`config.mk`:
```
export PLATFORM = sky130hd
export DESIGN_NAME = rmq_div
export DESIGN_NICKNAME = d
export VERILOG_FILES = /design/src/rtl/rotation_matrix_to_quaternion_defines.svh /design/src/rtl/rmq_pkg.sv /design/src/rtl/rmq_div.sv
export SDC_FILE = /design/constraint.sdc
export NUM_CORES = 2
export LEC_CHECK = 0
export BUFFER_PORTS_ARGS = -buffer_cell sky130_fd_sc_hd__buf_4
export CAP_MARGIN = 20
export CORE_ASPECT_RATIO = 0.6
export CORE_UTILIZATION = 35
export CTS_BUF_LIST = sky130_fd_sc_hd__clkbuf_16
export CTS_CLUSTER_SIZE = 40
export DETAILED_ROUTE_END_ITERATION = 10
export PLACE_DENSITY = 0.57
export SLEW_MARGIN = 10
export SYNTH_ARGS = -nofsm -noshare
export SYNTH_HDL_FRONTEND = slang
export SYNTH_SLANG_ARGS = --single-unit
export TNS_END_PERCENT = 1
```
`constraint.sdc`:
```
create_clock -name clk -period 3.1 [get_ports clk]
set_input_delay 0.465 -clock clk [delete_from_list [all_inputs] [get_ports clk]]
set_output_delay 0.465 -clock clk [all_outputs]
set_load 0.01 [all_outputs]
```
`src/rtl/rotation_matrix_to_quaternion_defines.svh`:
```
// assertion macros for the rotation matrix to quaternion block
// depends on nothing; included by the top level
`ifndef ROTATION_MATRIX_TO_QUATERNION_DEFINES_SVH
`define ROTATION_MATRIX_TO_QUATERNION_DEFINES_SVH
`ifndef ASSERT_OFF
`define RMQ_ASSERT_IMPL(label, clk, rst_n, prop) \
    label: assert property (@(posedge clk) disable iff (!rst_n) prop) else $error("%m failed");
`define RMQ_ASSERT_NEXT(label, clk, rst_n, a, b) \
    label: assert property (@(posedge clk) disable iff (!rst_n) (a) |=> (b)) else $error("%m failed");
`else
`define RMQ_ASSERT_IMPL(label, clk, rst_n, prop)
`define RMQ_ASSERT_NEXT(label, clk, rst_n, a, b)
`endif
`endif

```
`src/rtl/rmq_pkg.sv`:
```
// shared constants and types for the quaternion converter
// depends on nothing
package rmq_pkg;
    localparam int FRAC_BITS = 14;
    localparam int EW = 16;
    // branch codes
    typedef enum logic [1:0] {BR_TRACE = 2'd0, BR_X = 2'd1, BR_Y = 2'd2, BR_Z = 2'd3} branch_t;
endpackage

```
`src/rtl/rmq_div.sv`:
```
// pipelined restoring divider, one quotient bit per stage, saturating to 16 bits
// depends on rmq_pkg
module rmq_div #(
    parameter int FB = rmq_pkg::FRAC_BITS,
    parameter int NW = 18,
    parameter int DW = 17
) (
    input  logic                 clk,
    input  logic signed [NW-1:0] num,
    input  logic        [DW-1:0] den,
    output logic signed [rmq_pkg::EW-1:0] quo
);
    // quotient bits needed: magnitude up to 2^(NW-1+FB); keep QW bits, saturate above
    localparam int QW = NW + FB;
    localparam int PW = DW + 1;
    logic [QW-1:0] mag_reg [QW+1];
    logic [QW-1:0] q_reg   [QW+1];
    logic [PW-1:0] rem_reg [QW+1];
    logic [DW-1:0] den_reg [QW+1];
    logic          neg_reg [QW+1];
    logic [NW-1:0] abs_num;

    assign abs_num = num[NW-1] ? NW'(-num) : num;

    always_ff @(posedge clk)
    begin
        mag_reg[0] <= {abs_num, FB'(0)};
        q_reg[0]   <= '0;
        rem_reg[0] <= '0;
        den_reg[0] <= den;
        neg_reg[0] <= num[NW-1];
    end

    for (genvar i = 0; i < QW; i++)
    begin : g_st
        logic [PW-1:0] r;
        assign r = {rem_reg[i][PW-2:0], mag_reg[i][QW-1-i]};
        always_ff @(posedge clk)
        begin
            mag_reg[i+1] <= mag_reg[i];
            den_reg[i+1] <= den_reg[i];
            neg_reg[i+1] <= neg_reg[i];
            if (r >= PW'(den_reg[i]))
            begin
                rem_reg[i+1] <= r - PW'(den_reg[i]);
                q_reg[i+1]   <= {q_reg[i][QW-2:0], 1'b1};
            end
            else
            begin
                rem_reg[i+1] <= r;
                q_reg[i+1]   <= {q_reg[i][QW-2:0], 1'b0};
            end
        end
    end

    logic signed [rmq_pkg::EW-1:0] sat_reg;
    always_ff @(posedge clk)
    begin
        if (neg_reg[QW])
            sat_reg <= (q_reg[QW] > QW'(32768)) ? 16'sh8000 : rmq_pkg::EW'(-q_reg[QW]);
        else
            sat_reg <= (q_reg[QW] > QW'(32767)) ? 16'sh7fff : rmq_pkg::EW'(q_reg[QW]);
    end
    assign quo = sat_reg;
endmodule

```
==> flow_summary.ini <==
[global_route]
grt_pass1_vias = 43980
grt_pass1_wl_um = 243400
overflow = 0
grt_util_all_layers_pct = 15.18
grt_max_degree = 35
antenna_found_initial = 8

[clocking]
numCtsBuffers = 174
h-tree-depth = 4
insertion_delay_ns = 0.84
cts.sinks = 1819
clk_path_buf_depth = 4
cts.clk_slew.worst_paths_ns = 0.07
cts_tree = yes
cts_root_buf = clkbuf_16

[route]
dr.pass1.iters = 5
wire_per_inst_um = 15.94
wl_um = 154300
drt_iter0_markers = 3361
num_vias = 46110
vias_per_cell = 4.764
ant_nets = 0
remaining_drc_errors = 0

[sta]
slew_headroom_pct = 23.73
skew_ns = 0.08895
hold_viol = 0
clock.fmax_mhz = 322.0
post-route-period-util_pct = 100.2
finalMaxSlewViolations = 0
worst_slack_ns = -0.006034
holdWs_ns = 0.1334
finalSetupViolations = 1
rsz0062_at_grt = yes
worstMarginPinSlew_ns = 1.136
layout_min_cycle_time_ns = 3.106

[placement]
gp_routability_congestion = 0.8781
port_buffers = 51
place_inst = 9329
dp_slack_ns = -0.08471
hpwl_um = 117900

[pwr]
p_leak_nw = 36.45
power_density_mw_per_mm2 = 1005
power_mw = 80.49
ir_drop_mv = 0.5317

[cells_and_area]
largest_register_ffs = 544
final-seq-area_sq_mm = 0.03642
fill_cells = 18680
nets = 7540
utilization_pct = 41.16
drive_gt1_share_pct = 12.17
syn2layout_area_growth_pct = 16.28
layout_common_cells = dfxtp_1, inv_1, ha_1, nand2_1, o21ai_0
final-instance-count-excl-fill = 9677
layout_commonest_cell = dfxtp_1
multi_input_comb_area_sq_mm = 0.02978

[floorplan]
die_w_um = 574.7
rows = 125
core_area_sq_mm = 0.1946
ios = 52
die_h_um = 345.6
dieArea_sq_mm = 0.1986
start_util_pct = 35.40

[synth]
yosysUniqueCellTypes = 90
synth_top_cell_area_share_pct = 52.87
ys_warn_count = 0
ys.flop_type = dfxtp_1
synth_top_cell_by_area = dfxtp_1
syn_avg_cell_area_sq_um = 10.45
synth_cells = 6588
syn-cell-area_sq_mm = 0.06887
yosysSeqAreaShare_pct = 52.87
synth_edf_count = 0
yosys-top-cells-area = dfxtp_1, ha_1, mux2_2
synthesis.nets = 7184
ys_seq_elements = 1819
async_flop_share_pct = 0

[setup_path]
crit_path_max_fanout = 4
crit_arrival_ns = 3.75
cp.required_ns = 3.75
critPathKind = reg2reg
start_kind = flip-flop
cp-end-kind = flip-flop

[min_path]
hp-class = in2reg

[run_status]
violations = setup timing
status = finished, violations left

[run]
cap_violations = 0
[per-stage QoR]
step	cell area, sq um	TNS (ns)
CTS	79790	0
floorplan	68870	0
finish	80080	-0.006034
detailed placement	73830	-1.388
global placement	73830	-2.222
global route	80080	-1.895
[cells by family (layout without fill, tap and decap cells)]
logic type,after synthesis,after routing,synth area share [%]
buf+inv,788,1270,4.369
simple gates,1305,1305,9.013
flops,1819,1819,52.87
other cells,0,2,0
xor+xnor,395,395,5.023
compound gates,1444,1446,13.69
fa+ha+maj,560,560,10.50
mux,277,277,4.527
[area by class of cell]
cell class / instances / area share (%)
timing repair buffer: 272 / 3.017
sequential: 1819 / 45.48
clock buffer: 176 / 5.499
antenna: 2 / 0.006249
inverter: 694 / 3.253
tap: 2603 / 4.067
clock inverter: 128 / 1.500
multi-input combinational: 3983 / 37.18
[power by group]
group	total (mW)	switching (mW)	internal, mW
clock network	21.0	9.03	12.0
registers	30.9	2.60	28.3
logic	28.6	15.4	13.2
[what timing repair did]
action                     CTS  global route
hold buffers                33             0
pin swaps                    3            10
hold endpoints to repair    32             0
gates cloned                 0             2
setup endpoints to repair   36           241
resized for setup            7            71
buffers inserted             1             6
[routing by layer]
| metal | wire length [um] | global-route usage [%] | vias up |
|---|---|---|---|
| li1 | - | - | 23360 |
| met1 | 86550 | 24.91 | 21420 |
| met2 | 51820 | 18.21 | 1086 |
| met3 | 12620 | 4.482 | 229 |
| met4 | 3174 | 3.709 | 10 |
| met5 | 118 | 0.2630 | - |
[worst max-delay path, cell delays in order, from the launching register on]
cell      delay [ns]
dfxtp_1         0.30
inv_1           0.07
ha_1            0.17
inv_1           0.06
fa_1            0.40
a21o_1          0.18
a21oi_2         0.16
nand2b_4        0.16
a21oi_2         0.08
o41ai_2         0.23
buf_4           0.20
a2111o_1        0.31
buf_4           0.19
o211ai_4        0.12
mux2_2          0.34
[synthesized netlist by cell type (all sizes together), types with 11 or more instances]
| cell | n |
|---|---|
| o211a | 12 |
| or4 | 11 |
| a21oi | 339 |
| o31a | 19 |
| nand3b | 12 |
| o311ai | 23 |
| nor3 | 104 |
| and4 | 11 |
| nand2 | 422 |
| nand3 | 68 |
| o21bai | 41 |
| nand2b | 74 |
| xnor2 | 225 |
| a2111oi | 22 |
| xor2 | 170 |
| or3 | 44 |
| o21ai | 377 |
| clkbuf | 65 |
| o2111ai | 17 |
| mux2i | 25 |
| a21o | 196 |
| nand4 | 68 |
| nor2 | 315 |
| ha | 530 |
| and2 | 31 |
| a31o | 13 |
| a41oi | 17 |
| nor4 | 18 |
| a21boi | 32 |
| mux2 | 252 |
| o211ai | 41 |
| and3 | 23 |
| o31ai | 56 |
| buf | 29 |
| o41ai | 17 |
| a31oi | 46 |
| or2 | 27 |
| nor2b | 59 |
| inv | 693 |
| dfxtp | 1819 |
| fa | 30 |
| a211oi | 36 |
| o21a | 80 |
[path summary, 6_finish.rpt]
check | start | endpoint | cells past startpoint | slack [ns]
hold / removal | num[4] | mag_reg[0][20] | 3 | 0.13
setup / recovery | mag_reg[0][527] | rem_reg[17][11] | 14 | -0.006
setup reg to reg | mag_reg[0][527] | rem_reg[17][11] | 14 | -0.006
hold reg to reg | den_reg[0][213] | den_reg[0][230] | 0 | 0.29
(Power assumes the default switching activity.)
