[config.mk]
export PLATFORM = sky130hd
export DESIGN_NAME = rmq_sqrt
export DESIGN_NICKNAME = d
export VERILOG_FILES = /design/src/rtl/rotation_matrix_to_quaternion_defines.svh /design/src/rtl/rmq_sqrt.sv
export SDC_FILE = /design/constraint.sdc
export NUM_CORES = 1
export LEC_CHECK = 0
export ABC_AREA = 1
export BUFFER_PORTS_ARGS = -buffer_cell sky130_fd_sc_hd__buf_2
export CORE_MARGIN = 2
export CORE_UTILIZATION = 65
export CTS_BUF_LIST = sky130_fd_sc_hd__clkbuf_8 sky130_fd_sc_hd__clkbuf_16
export DETAILED_ROUTE_END_ITERATION = 12
export GPL_ROUTABILITY_DRIVEN = 1
export PLACE_DENSITY = 0.84
export RECOVER_POWER = 25
export SYNTH_ARGS = -nofsm -noshare
export SYNTH_HDL_FRONTEND = slang
export SYNTH_SLANG_ARGS = --single-unit
[constraint.sdc]
create_clock -name clk -period 5.2 [get_ports clk]
set_input_delay 0.26 -clock clk [delete_from_list [all_inputs] [get_ports clk]]
set_output_delay 0.26 -clock clk [all_outputs]
set_load 0.02 [all_outputs]
[src/rtl/rotation_matrix_to_quaternion_defines.svh]
// assertion macros for the rotation matrix to quaternion block
// depends on nothing; included by the top level
`ifndef ROTATION_MATRIX_TO_QUATERNION_DEFINES_SVH
`define ROTATION_MATRIX_TO_QUATERNION_DEFINES_SVH
`ifndef ASSERT_OFF
`define RMQ_ASSERT_IMPL(label, clk, rst_n, prop) \
    label: assert property (@(posedge clk) disable iff (!rst_n) prop) else $error("%m failed");
`define RMQ_ASSERT_NEXT(label, clk, rst_n, a, b) \
    label: assert property (@(posedge clk) disable iff (!rst_n) (a) |=> (b)) else $error("%m failed");
`else
`define RMQ_ASSERT_IMPL(label, clk, rst_n, prop)
`define RMQ_ASSERT_NEXT(label, clk, rst_n, a, b)
`endif
`endif

[src/rtl/rmq_sqrt.sv]
// pipelined restoring square root, one result bit per stage
// depends on nothing
module rmq_sqrt #(
    parameter int IW = 32,
    parameter int SW = 16
) (
    input  logic          clk,
    input  logic          rst_n,
    input  logic          in_valid,
    input  logic [IW-1:0] radicand,
    output logic          out_valid,
    output logic [SW-1:0] root
);
    localparam int RW = SW + 2;
    logic [SW:0]   vld_reg;
    logic [IW-1:0] rad_reg [SW+1];
    logic [RW-1:0] rem_reg [SW+1];
    logic [SW-1:0] q_reg   [SW+1];

    always_ff @(posedge clk or negedge rst_n)
    begin
        if (!rst_n)
            vld_reg <= '0;
        else
            vld_reg <= {vld_reg[SW-1:0], in_valid};
    end

    always_ff @(posedge clk)
    begin
        rad_reg[0] <= radicand;
        rem_reg[0] <= '0;
        q_reg[0]   <= '0;
    end

    for (genvar i = 0; i < SW; i++) begin : g_st
        logic [RW-1:0] rem_next;
        logic [RW-1:0] trial;
        logic [RW-1:0] two_bits;
        always_comb
        begin
            two_bits = RW'(rad_reg[i][2*(SW-1-i) +: 2]);
            rem_next = {rem_reg[i][RW-3:0], 2'b00} | two_bits;
            trial    = {q_reg[i], 2'b01};
        end
        always_ff @(posedge clk)
        begin
            rad_reg[i+1] <= rad_reg[i];
            if (rem_next >= trial) begin
                rem_reg[i+1] <= rem_next - trial;
                q_reg[i+1]   <= {q_reg[i][SW-2:0], 1'b1};
            end else begin
                rem_reg[i+1] <= rem_next;
                q_reg[i+1]   <= {q_reg[i][SW-2:0], 1'b0};
            end
        end
    end

    assign out_valid = vld_reg[SW];
    assign root      = q_reg[SW];
endmodule

==> flow_summary.ini, run 1 <==
[cts]
h-tree-depth = 3
clock_path_buffers = 3
cts_setup_buffers = 0
tritoncts = yes
hold_buffers = 34
clkTransAtPathRegs_ps = 70
cts-root-buf = clkbuf_16
clk_latency_ps = 600
cts_made_buffers = 66
postCtsResizedCells = 0
cts_num_sinks = 649

[global_route]
gr-total-overflow = 0
grt_pass1_wl_mm = 97.4
grt_start_max_net_pins = 22
grt.total_usage_pct = 29.0
grt_pass1_vias = 20500
antenna_found_initial = 0

[critical_path]
slowest_delay_ps = 650
cp_max_fo = 21
start_kind = flop
r2r_end = rem_reg[6][11]
worst-r2r-cell-count = 10
required_ps = 5700
r2r-start = q_reg[5][3]
path_cells = inv_1 > ha_1 > a21oi_1 > nand3_1 > nand2_1 > nand2_1 > nor2_2 > inv_1 > nand2_1 > inv_1
cp-end-kind = flop
worstPathArrival_ps = 2900
worstSetupPathType = reg -> reg
r2r_setup_slack_ps = 2800
cp_slowest_cell = nor2_2

[place]
dp.cells = 3834
gp_congestion = 0.939
placed_area_sq_mm = 0.0268
dp_hpwl_mm = 42.7
io_buffer_count = 51

[sta]
finClkSkew_ps = 27.3
setup_viol = 0
finalHoldViolCount = 0
worstMarginPinSlew_ps = 848
rsz0062_at_grt = no
post-route-min-period_ps = 2400
slew_headroom_pct = 43.4
slew_viol_final = 0
post-route-period-util_pct = 46.2
max_freq_ghz = 0.416
tns_ps = 0

[synth]
ys_warn_count = 0
yosys-top-cells-area = dfxtp_1 (48%), nand2_1 (14%), inv_1 (8.0%)
synth_top_area_share_pct = 48.4
syn_area_per_cell_sq_um = 7.97
synth_top_area_cell = dfxtp_1
syn_area_sq_mm = 0.0262
synth_seq_cells = 649
yosysUniqueCellTypes = 50
synth_fp_nets = 3468
synth_seq_area_share_pct = 50.0
syn_inst = 3281

[routing]
avgRoutedWirePerCell_um = 15.0
drt_iter0_drc = 1628
drt_pre_antenna_iters = 8
wl_mm = 60.0
drc = 0
ant_nets = 0
num_vias = 20800
routed_via_density = 5.20

[finish]
stdcell_count = 3989
nFillCells = 2893
finalInstanceArea_sq_mm = 0.0296
nets = 3598
diodes = 0
drive_gt1_share_pct = 8.08
largest_reg_flops = 272
area_delta_synth_final_pct = 13.2

[floorplanning]
die_area_sq_mm = 0.0419
rows = 73
ios = 52
core-area_sq_mm = 0.0397
die_x_um = 205
die_h_um = 205
initial_core_util_pct = 65.8

[power_and_ir_drop]
peakVddDrop_v = 0.000351
p_leak_nw = 15.9
pwr_density_cell_mw_per_mm2 = 542

[run_status]
run_status = finished, final reports clean

[hold_path]
hold_path_class = in -> async

[flow_run]
maxCapViolCount = 0
where the power goes:
| group | internal (mW) | switching [mW] |
|---|---|---|
| sequential | 5.91 | 0.630 |
| clock | 3.13 | 2.06 |
| combinational | 1.52 | 2.81 |
final cells by class:
class | count | area, sq um | area share (%)
Clock buffer | 75 | 1800 | 6.07
Clock inverter | 46 | 634 | 2.14
Inverter | 571 | 2150 | 7.27
Multi-Input combinational cell | 2038 | 10700 | 36.1
Sequential cell | 649 | 13100 | 44.2
Tap cell | 525 | 657 | 2.22
Timing Repair Buffer | 85 | 596 | 2.01
worst max path at each step:
stage	startpoint	end	cells past startpoint	slack, ps
after floorplan	q_reg[7][1]	rem_reg[8][9]	11	3560
after detailed placement	q_reg[5][3]	rem_reg[6][11]	10	2850
after global placement	q_reg[5][3]	rem_reg[6][12]	10	2920
final	q_reg[5][3]	rem_reg[6][11]	10	2800
after CTS	q_reg[5][3]	rem_reg[6][11]	10	2850
after global routing	q_reg[5][3]	rem_reg[6][11]	10	2550
worst max-delay path: cells and delay by family (launching register included):
kind	cells	cell delay (ps)
buf+inv	3	250
flops	1	330
fa+ha+maj	1	340
compound gates	1	230
simple gates	5	1150
cells in the mapped netlist (all sizes together):
cell type	instances
a211oi	1
a21boi	2
a21oi	116
a31oi	1
and2	9
and3	4
and3b	1
buf	22
clkbuf	1
conb	1
dfrtp	17
dfxtp	632
ha	152
inv	571
nand2	1011
nand3	218
nand3b	18
nand4	48
nor2	228
nor3	35
nor3b	2
o211ai	2
o21a	4
o21ai	83
o21bai	8
or2	10
xnor2	29
xor2	55
cells in the final DEF, fill, tap and decap left out, types with 3 or more instances in the layout:
cell and count:
buf_2 51, dfrtp_1 17, and3_1 4, inv_2 10
nor3_1 34, nor2_2 16, or2_2 8, nand2_1 976
nor2_1 207, o21bai_1 7, nand3_1 206, xor2_1 55
clkbuf_8 7, o21a_1 4, o21ai_0 60, ha_1 152
bufinv_16 12, clkinv_2 12, o21ai_2 4, inv_4 4
clkbuf_16 68, nand3b_1 18, a21oi_2 16, dfxtp_1 632
dlygate4sd3_1 34, and2_1 9, nand2_4 8, nor2_4 5
nand3_2 11, xnor2_1 29, inv_1 565, nand2_2 26
a21oi_1 99, nand4_1 47, clkinv_4 3, o21ai_1 19
per-layer routing:
| layer | up-vias | GRT usage, % | routed length (um) |
|---|---|---|---|
| met2 | 725 | 51.7 | 29700 |
| met5 | - | 0 | 0 |
| li1 | 10400 | - | - |
| met3 | 213 | 4.23 | 3070 |
| met1 | 9436 | 33.6 | 24300 |
| met4 | 0 | 15.3 | 2930 |
kinds of logic after synthesis:
logic type               after synthesis  synth area share [%]
buffers and inverters                594                  9.09
AND/OR/NAND/NOR                     1584                  26.1
XOR/XNOR                              84                  2.81
other                                  1                0.0143
adder cells (fa/ha/maj)              152                  7.27
AO/OA/AOI/OAI                        217                  4.74
flip-flops                           649                  50.0
metrics by stage:
step	total power, mW	utilization (%)	setup WS (ps)	hold WS, ps
final	16.1	74.5	2800	95.8
after global routing	17.0	74.5	2550	155
after CTS	16.0	74.5	2850	96.6
after detailed placement	10.8	67.6	2850	184
after global placement	10.7	67.6	2920	177
after floorplan	9.69	-	3560	-35.6
Power figures use the tool's default switching activity.
==> run 2: changes to the inputs <==
- CORE_UTILIZATION: 65 -> 56
- PLACE_DENSITY: 0.84 -> 0.77
- clock period: 5.2 -> 2.1 ns (I/O delays scaled with it)
==> run 2 against run 1 <==
  * Clock power rose by 120%
  * Register-to-register slack got worse by 2700 ps
  * Clock skew rose by 8.7 ps
  * First-iteration DRC count fell by 6.9%
  * Core utilization fell by 10 points
  * Sequential power rose by 150%
  * Clock-buffer cell count fell by 4
  * Largest cell class unchanged
==> flow_summary.ini, run 2 (synthesis gave the netlist of run 1 again) <==
[finish]
diodes = 0
layout_common_cells = nand2_1 (974), dfxtp_1 (632), inv_1 (567)
nets = 3641
finalInstanceArea_sq_mm = 0.0299
nFillCells = 3863
largest_reg_flops = 272
area_delta_synth_final_pct = 14.2
drive_gt1_share_pct = 9.18
multi_input_area_sq_mm = 0.0107
seq_area_sq_mm = 0.0131
final_common_cell = nand2_1

[routing]
drc = 0
wl_mm = 55.1
routed_via_density = 4.85
drt_pre_antenna_iters = 6
avgRoutedWirePerCell_um = 13.4
num_vias = 20000
drt_iter0_drc = 1516
ant_nets = 0

[sta]
rsz0062_at_grt = no
slew_viol_final = 0
tns_ps = 0
worstMarginPinSlew_ps = 747
finClkSkew_ps = 36.0
max_freq_ghz = 0.510
setup_viol = 0
hold_ws_ps = 85.8
post-route-min-period_ps = 1960
finalHoldViolCount = 0
post-route-period-util_pct = 93.4
setup_slack_ps = 138
slew_headroom_pct = 50.1

[power_and_ir_drop]
combPwrFrac_pct = 28.3
clockPowerShare_pct = 29.8
switching_share_pct = 34.0
finalPower_mw = 38.5
pwr_density_cell_mw_per_mm2 = 1290
seqPwrFrac_pct = 41.9
p_int_mw = 25.4
switching_power_mw = 13.1
peakVddDrop_v = 0.000985
p_leak_nw = 16.0

[floorplanning]
initial_core_util_pct = 56.4
core-area_sq_mm = 0.0464
die_area_sq_mm = 0.0484
ios = 52
die_h_um = 220
rows = 79
die_x_um = 220

[cts]
clk_latency_ps = 650
clock_path_buffers = 3
cts_made_buffers = 61
cts-root-buf = clkbuf_16
cts_num_sinks = 649
h-tree-depth = 2
tritoncts = yes
clkTransAtPathRegs_ps = 70

[critical_path]
cp-end-kind = flop
r2r_setup_slack_ps = 140
crit_start = q_reg[9][6]
worstSetupPathType = reg -> reg
r2r-start = q_reg[9][6]
worstPathArrival_ps = 2450
cp_max_fo = 11
required_ps = 2590
worst-r2r-cell-count = 11
r2r_end = rem_reg[10][9]
start_kind = flop
cp-endpoint = rem_reg[10][9]

[place]
pre_cts_slack_ps = 70.6
gp_congestion = 0.936
dp_hpwl_mm = 41.2
placed_area_sq_mm = 0.0272
io_buffer_count = 51

[global_route]
antenna_found_initial = 0
grt_pass1_vias = 19300
gr-total-overflow = 0
grt.total_usage_pct = 23.3
grt_pass1_wl_mm = 91.2
grt_start_max_net_pins = 21

[hold_path]
hold_path_class = in -> reg
whs_path_depth = 2

[flow_run]
maxCapViolCount = 0

[run_status]
run_status = finished, final reports clean
## run 2: cell type report
class,instances,area share [%]
Sequential cell,649,43.8
Multi-Input combinational cell,2039,35.9
Inverter,571,7.26
Clock buffer,71,5.57
Timing Repair Buffer,132,3.26
Tap cell,607,2.54
Clock inverter,44,1.72
## run 2: through the flow
step,cells,utilization [%]
2_1_floorplan,3281,-
3_3_place_gp,3949,58.7
3_5_place_dp,3949,58.7
4_1_cts,4099,64.2
5_1_grt,4113,64.4
6_report,4113,64.4
## run 2: how the worst min path moves through the flow
| stage | startpoint | endpoint | slack (ps) |
|---|---|---|---|
| 2_1_floorplan | rst_n | vld_reg[0] | -190 |
| 3_3_place_gp | rst_n | vld_reg[5] | 40 |
| 3_5_place_dp | rst_n | vld_reg[15] | 60 |
| 4_1_cts | radicand[8] | rad_reg[0][8] | 50 |
| 5_1_grt | radicand[19] | rad_reg[0][19] | 80 |
| 6_report | radicand[23] | rad_reg[0][23] | 90 |
## run 2: timing repair
item | in CTS | in global routing
setup endpoints to repair | 0 | 53
resized for setup | 0 | 13
hold buffers | 35 | 0
buffers inserted | 0 | 13
hold endpoints to repair | 50 | 0
## run 2: critical path, stage by stage, from the launching register on
cell,delay [ps]
dfxtp_1,410
inv_1,60
ha_1,390
nand2_2,110
nor2_2,160
nand3_1,140
nand3_2,120
nand2_2,60
nand2_4,60
inv_2,110
nand2_1,80
nand2_1,90
## run 2: metal layers
metal  vias to the layer above  part of all wire [%]  global-route usage (%)
li1                      10500                     -                       -
met1                      8927                    45                    29.4
met2                       444                    48                    41.2
met3                       114                   4.1                    2.79
met4                         0                   2.6                    7.58
met5                         -                     0                       0
## run 2: power by group through the flow
stage	Sequential (mW)	Clock (mW)	Combinational (mW)
final	16.1	11.5	10.9
after global routing	16.3	12.2	12.5
after CTS	16.1	11.7	10.7
after detailed placement	16.4	0	10.5
after global placement	16.3	0	10.4
after floorplan	15.8	0	8.22
==> run 3: changes to the inputs <==
- CORE_UTILIZATION: 56 -> 50
- PLACE_DENSITY: 0.77 -> 0.7
==> run 3 against run 2 <==
  * Setup slack improved by 5.2 ps
  * Fmax grew 0.27%
  * Clock skew is 3.8 ps lower
  * Sequential power about the same
  * Register-to-register slack about the same
  * Critical path type unchanged
  * Largest power group unchanged
==> flow_summary.ini, run 3 (synthesis gave the netlist of run 1 again) <==
[global_route]
met3_usage_pct = 3.42
grt_start_max_net_pins = 21
globalRouteMet2Util_pct = 34.4
grt.total_usage_pct = 20.1
grt_pass1_wl_mm = 88.4
use_met1_pct = 25.7
antenna_found_initial = 0
gr-total-overflow = 0
grt_busiest_layer = met2
grt_pass1_vias = 18700

[cts]
tritoncts = yes
h-tree-depth = 3
cts_num_sinks = 649
cts_made_buffers = 66
clk_latency_ps = 600
cts-root-buf = clkbuf_16
clkTransAtPathRegs_ps = 60
clock_path_buffers = 3

[finish]
multi_input_area_sq_mm = 0.0107
stdcell_count = 4179
finalInstanceArea_sq_mm = 0.0301
final_common_cell = nand2_1
seq_area_sq_mm = 0.0131
layout_common_cells = nand2_1 (975), dfxtp_1 (631), inv_1 (576)
diodes = 0
nets = 3635
area_delta_synth_final_pct = 15.0
nFillCells = 4633
drive_gt1_share_pct = 8.86
largest_reg_flops = 272

[floorplanning]
rows = 83
die_area_sq_mm = 0.0542
initial_core_util_pct = 50.8
die_h_um = 233
ios = 52
core-area_sq_mm = 0.0515
die_x_um = 233

[routing]
num_vias = 19900
routed_via_density = 4.77
avgRoutedWirePerCell_um = 12.8
wl_mm = 53.5
drt_pre_antenna_iters = 5
ant_nets = 0
drt_iter0_drc = 1158
drc = 0

[hold_path]
whs_path_depth = 2
min_from = radicand[31]
hold_path_class = in -> reg
holdPathEnd = rad_reg[0][31]

[critical_path]
worstSetupPathType = reg -> reg
required_ps = 2610
worstPathArrival_ps = 2460
r2r_setup_slack_ps = 140
cp-end-kind = flop
r2r_end = rem_reg[12][1]
start_kind = flop
worst-r2r-cell-count = 10
cp_max_fo = 10
r2r-start = q_reg[11][1]

[sta]
worstMarginPinSlew_ps = 692
max_freq_ghz = 0.511
rsz0062_at_grt = no
setup_viol = 0
slew_headroom_pct = 53.7
finClkSkew_ps = 32.2
post-route-period-util_pct = 93.2
post-route-min-period_ps = 1960
finalHoldViolCount = 0
slew_viol_final = 0
hold_ws_ps = 120

[place]
io_buffer_count = 51
dp.cells = 4020
placed_area_sq_mm = 0.0273
gp_congestion = 0.950
dp_hpwl_mm = 40.7

[flow_run]
maxCapViolCount = 0

[run_status]
run_status = finished, final reports clean

[power_and_ir_drop]
switching_power_mw = 13.0
p_leak_nw = 16.1
p_int_mw = 25.8
peakVddDrop_v = 0.000793
seqPwrFrac_pct = 41.4
clockPowerShare_pct = 30.8
pwr_density_cell_mw_per_mm2 = 1290
combPwrFrac_pct = 27.7
switching_share_pct = 33.6
[run 3: worst max path at each step]
stage,endpoint,depth (start not counted),slack (ps),start
after global placement,rem_reg[12][7],11,-7,q_reg[11][1]
after CTS,rem_reg[12][8],11,30,q_reg[11][1]
final,rem_reg[12][1],10,140,q_reg[11][1]
after floorplan,rem_reg[8][9],11,460,q_reg[7][1]
after global routing,rem_reg[11][1],13,0.9,q_reg[10][3]
after detailed placement,rem_reg[12][8],11,-0.9,q_reg[11][1]
[run 3: final cells by class]
cell class	instances	area share [%]
inverter	571	7.21
clock inverter	47	1.71
clock buffer	72	5.84
tap	680	2.83
multi-input combinational	2038	35.7
timing repair buffer	122	3.16
sequential	649	43.5
[run 3: critical path, stage by stage (launching register included)]
cell and delay [ps]:
dfxtp_1 340, inv_1 50, ha_1 350, nand2_1 110, nand2_1 60, a21oi_1 130
nand2_1 160, nand2_2 150, nand3_4 140, buf_12 180, o21ai_0 200
[run 3: repair_timing]
item,in CTS,in global routing
hold buffers,35,0
hold endpoints to repair,50,0
pin swaps,0,2
cloned,0,0
setup buffers,0,5
resized for setup,1,17
setup endpoints to repair,9,58
[run 3: power by group through the flow]
stage          clock network, mW  registers (mW)  logic (mW)
3_5_place_dp                   0            16.3        10.4
4_1_cts                     12.2            16.1        10.6
2_1_floorplan                  0            15.8        8.22
6_report                    12.0            16.1        10.7
3_3_place_gp                   0            16.3        10.4
5_1_grt                     12.7            16.3        12.3
[run 3: metal layers]
layer | vias up | share of wire (%)
met5 | - | 0
met4 | 0 | 2.3
met3 | 92 | 4.9
met2 | 526 | 47
met1 | 8828 | 46
li1 | 10500 | -
[run 3: per-stage QoR]
stage               power, mW  TNS, ps  setup WS, ps  util (%)
floorplan                24.0        0           460         -
global route             41.4        0         0.892      58.4
global placement         26.7    -7.08         -6.50      53.1
detailed placement       26.8   -0.864        -0.864      53.1
finish                   38.8        0           143      58.4
CTS                      38.9        0          34.8      58.1
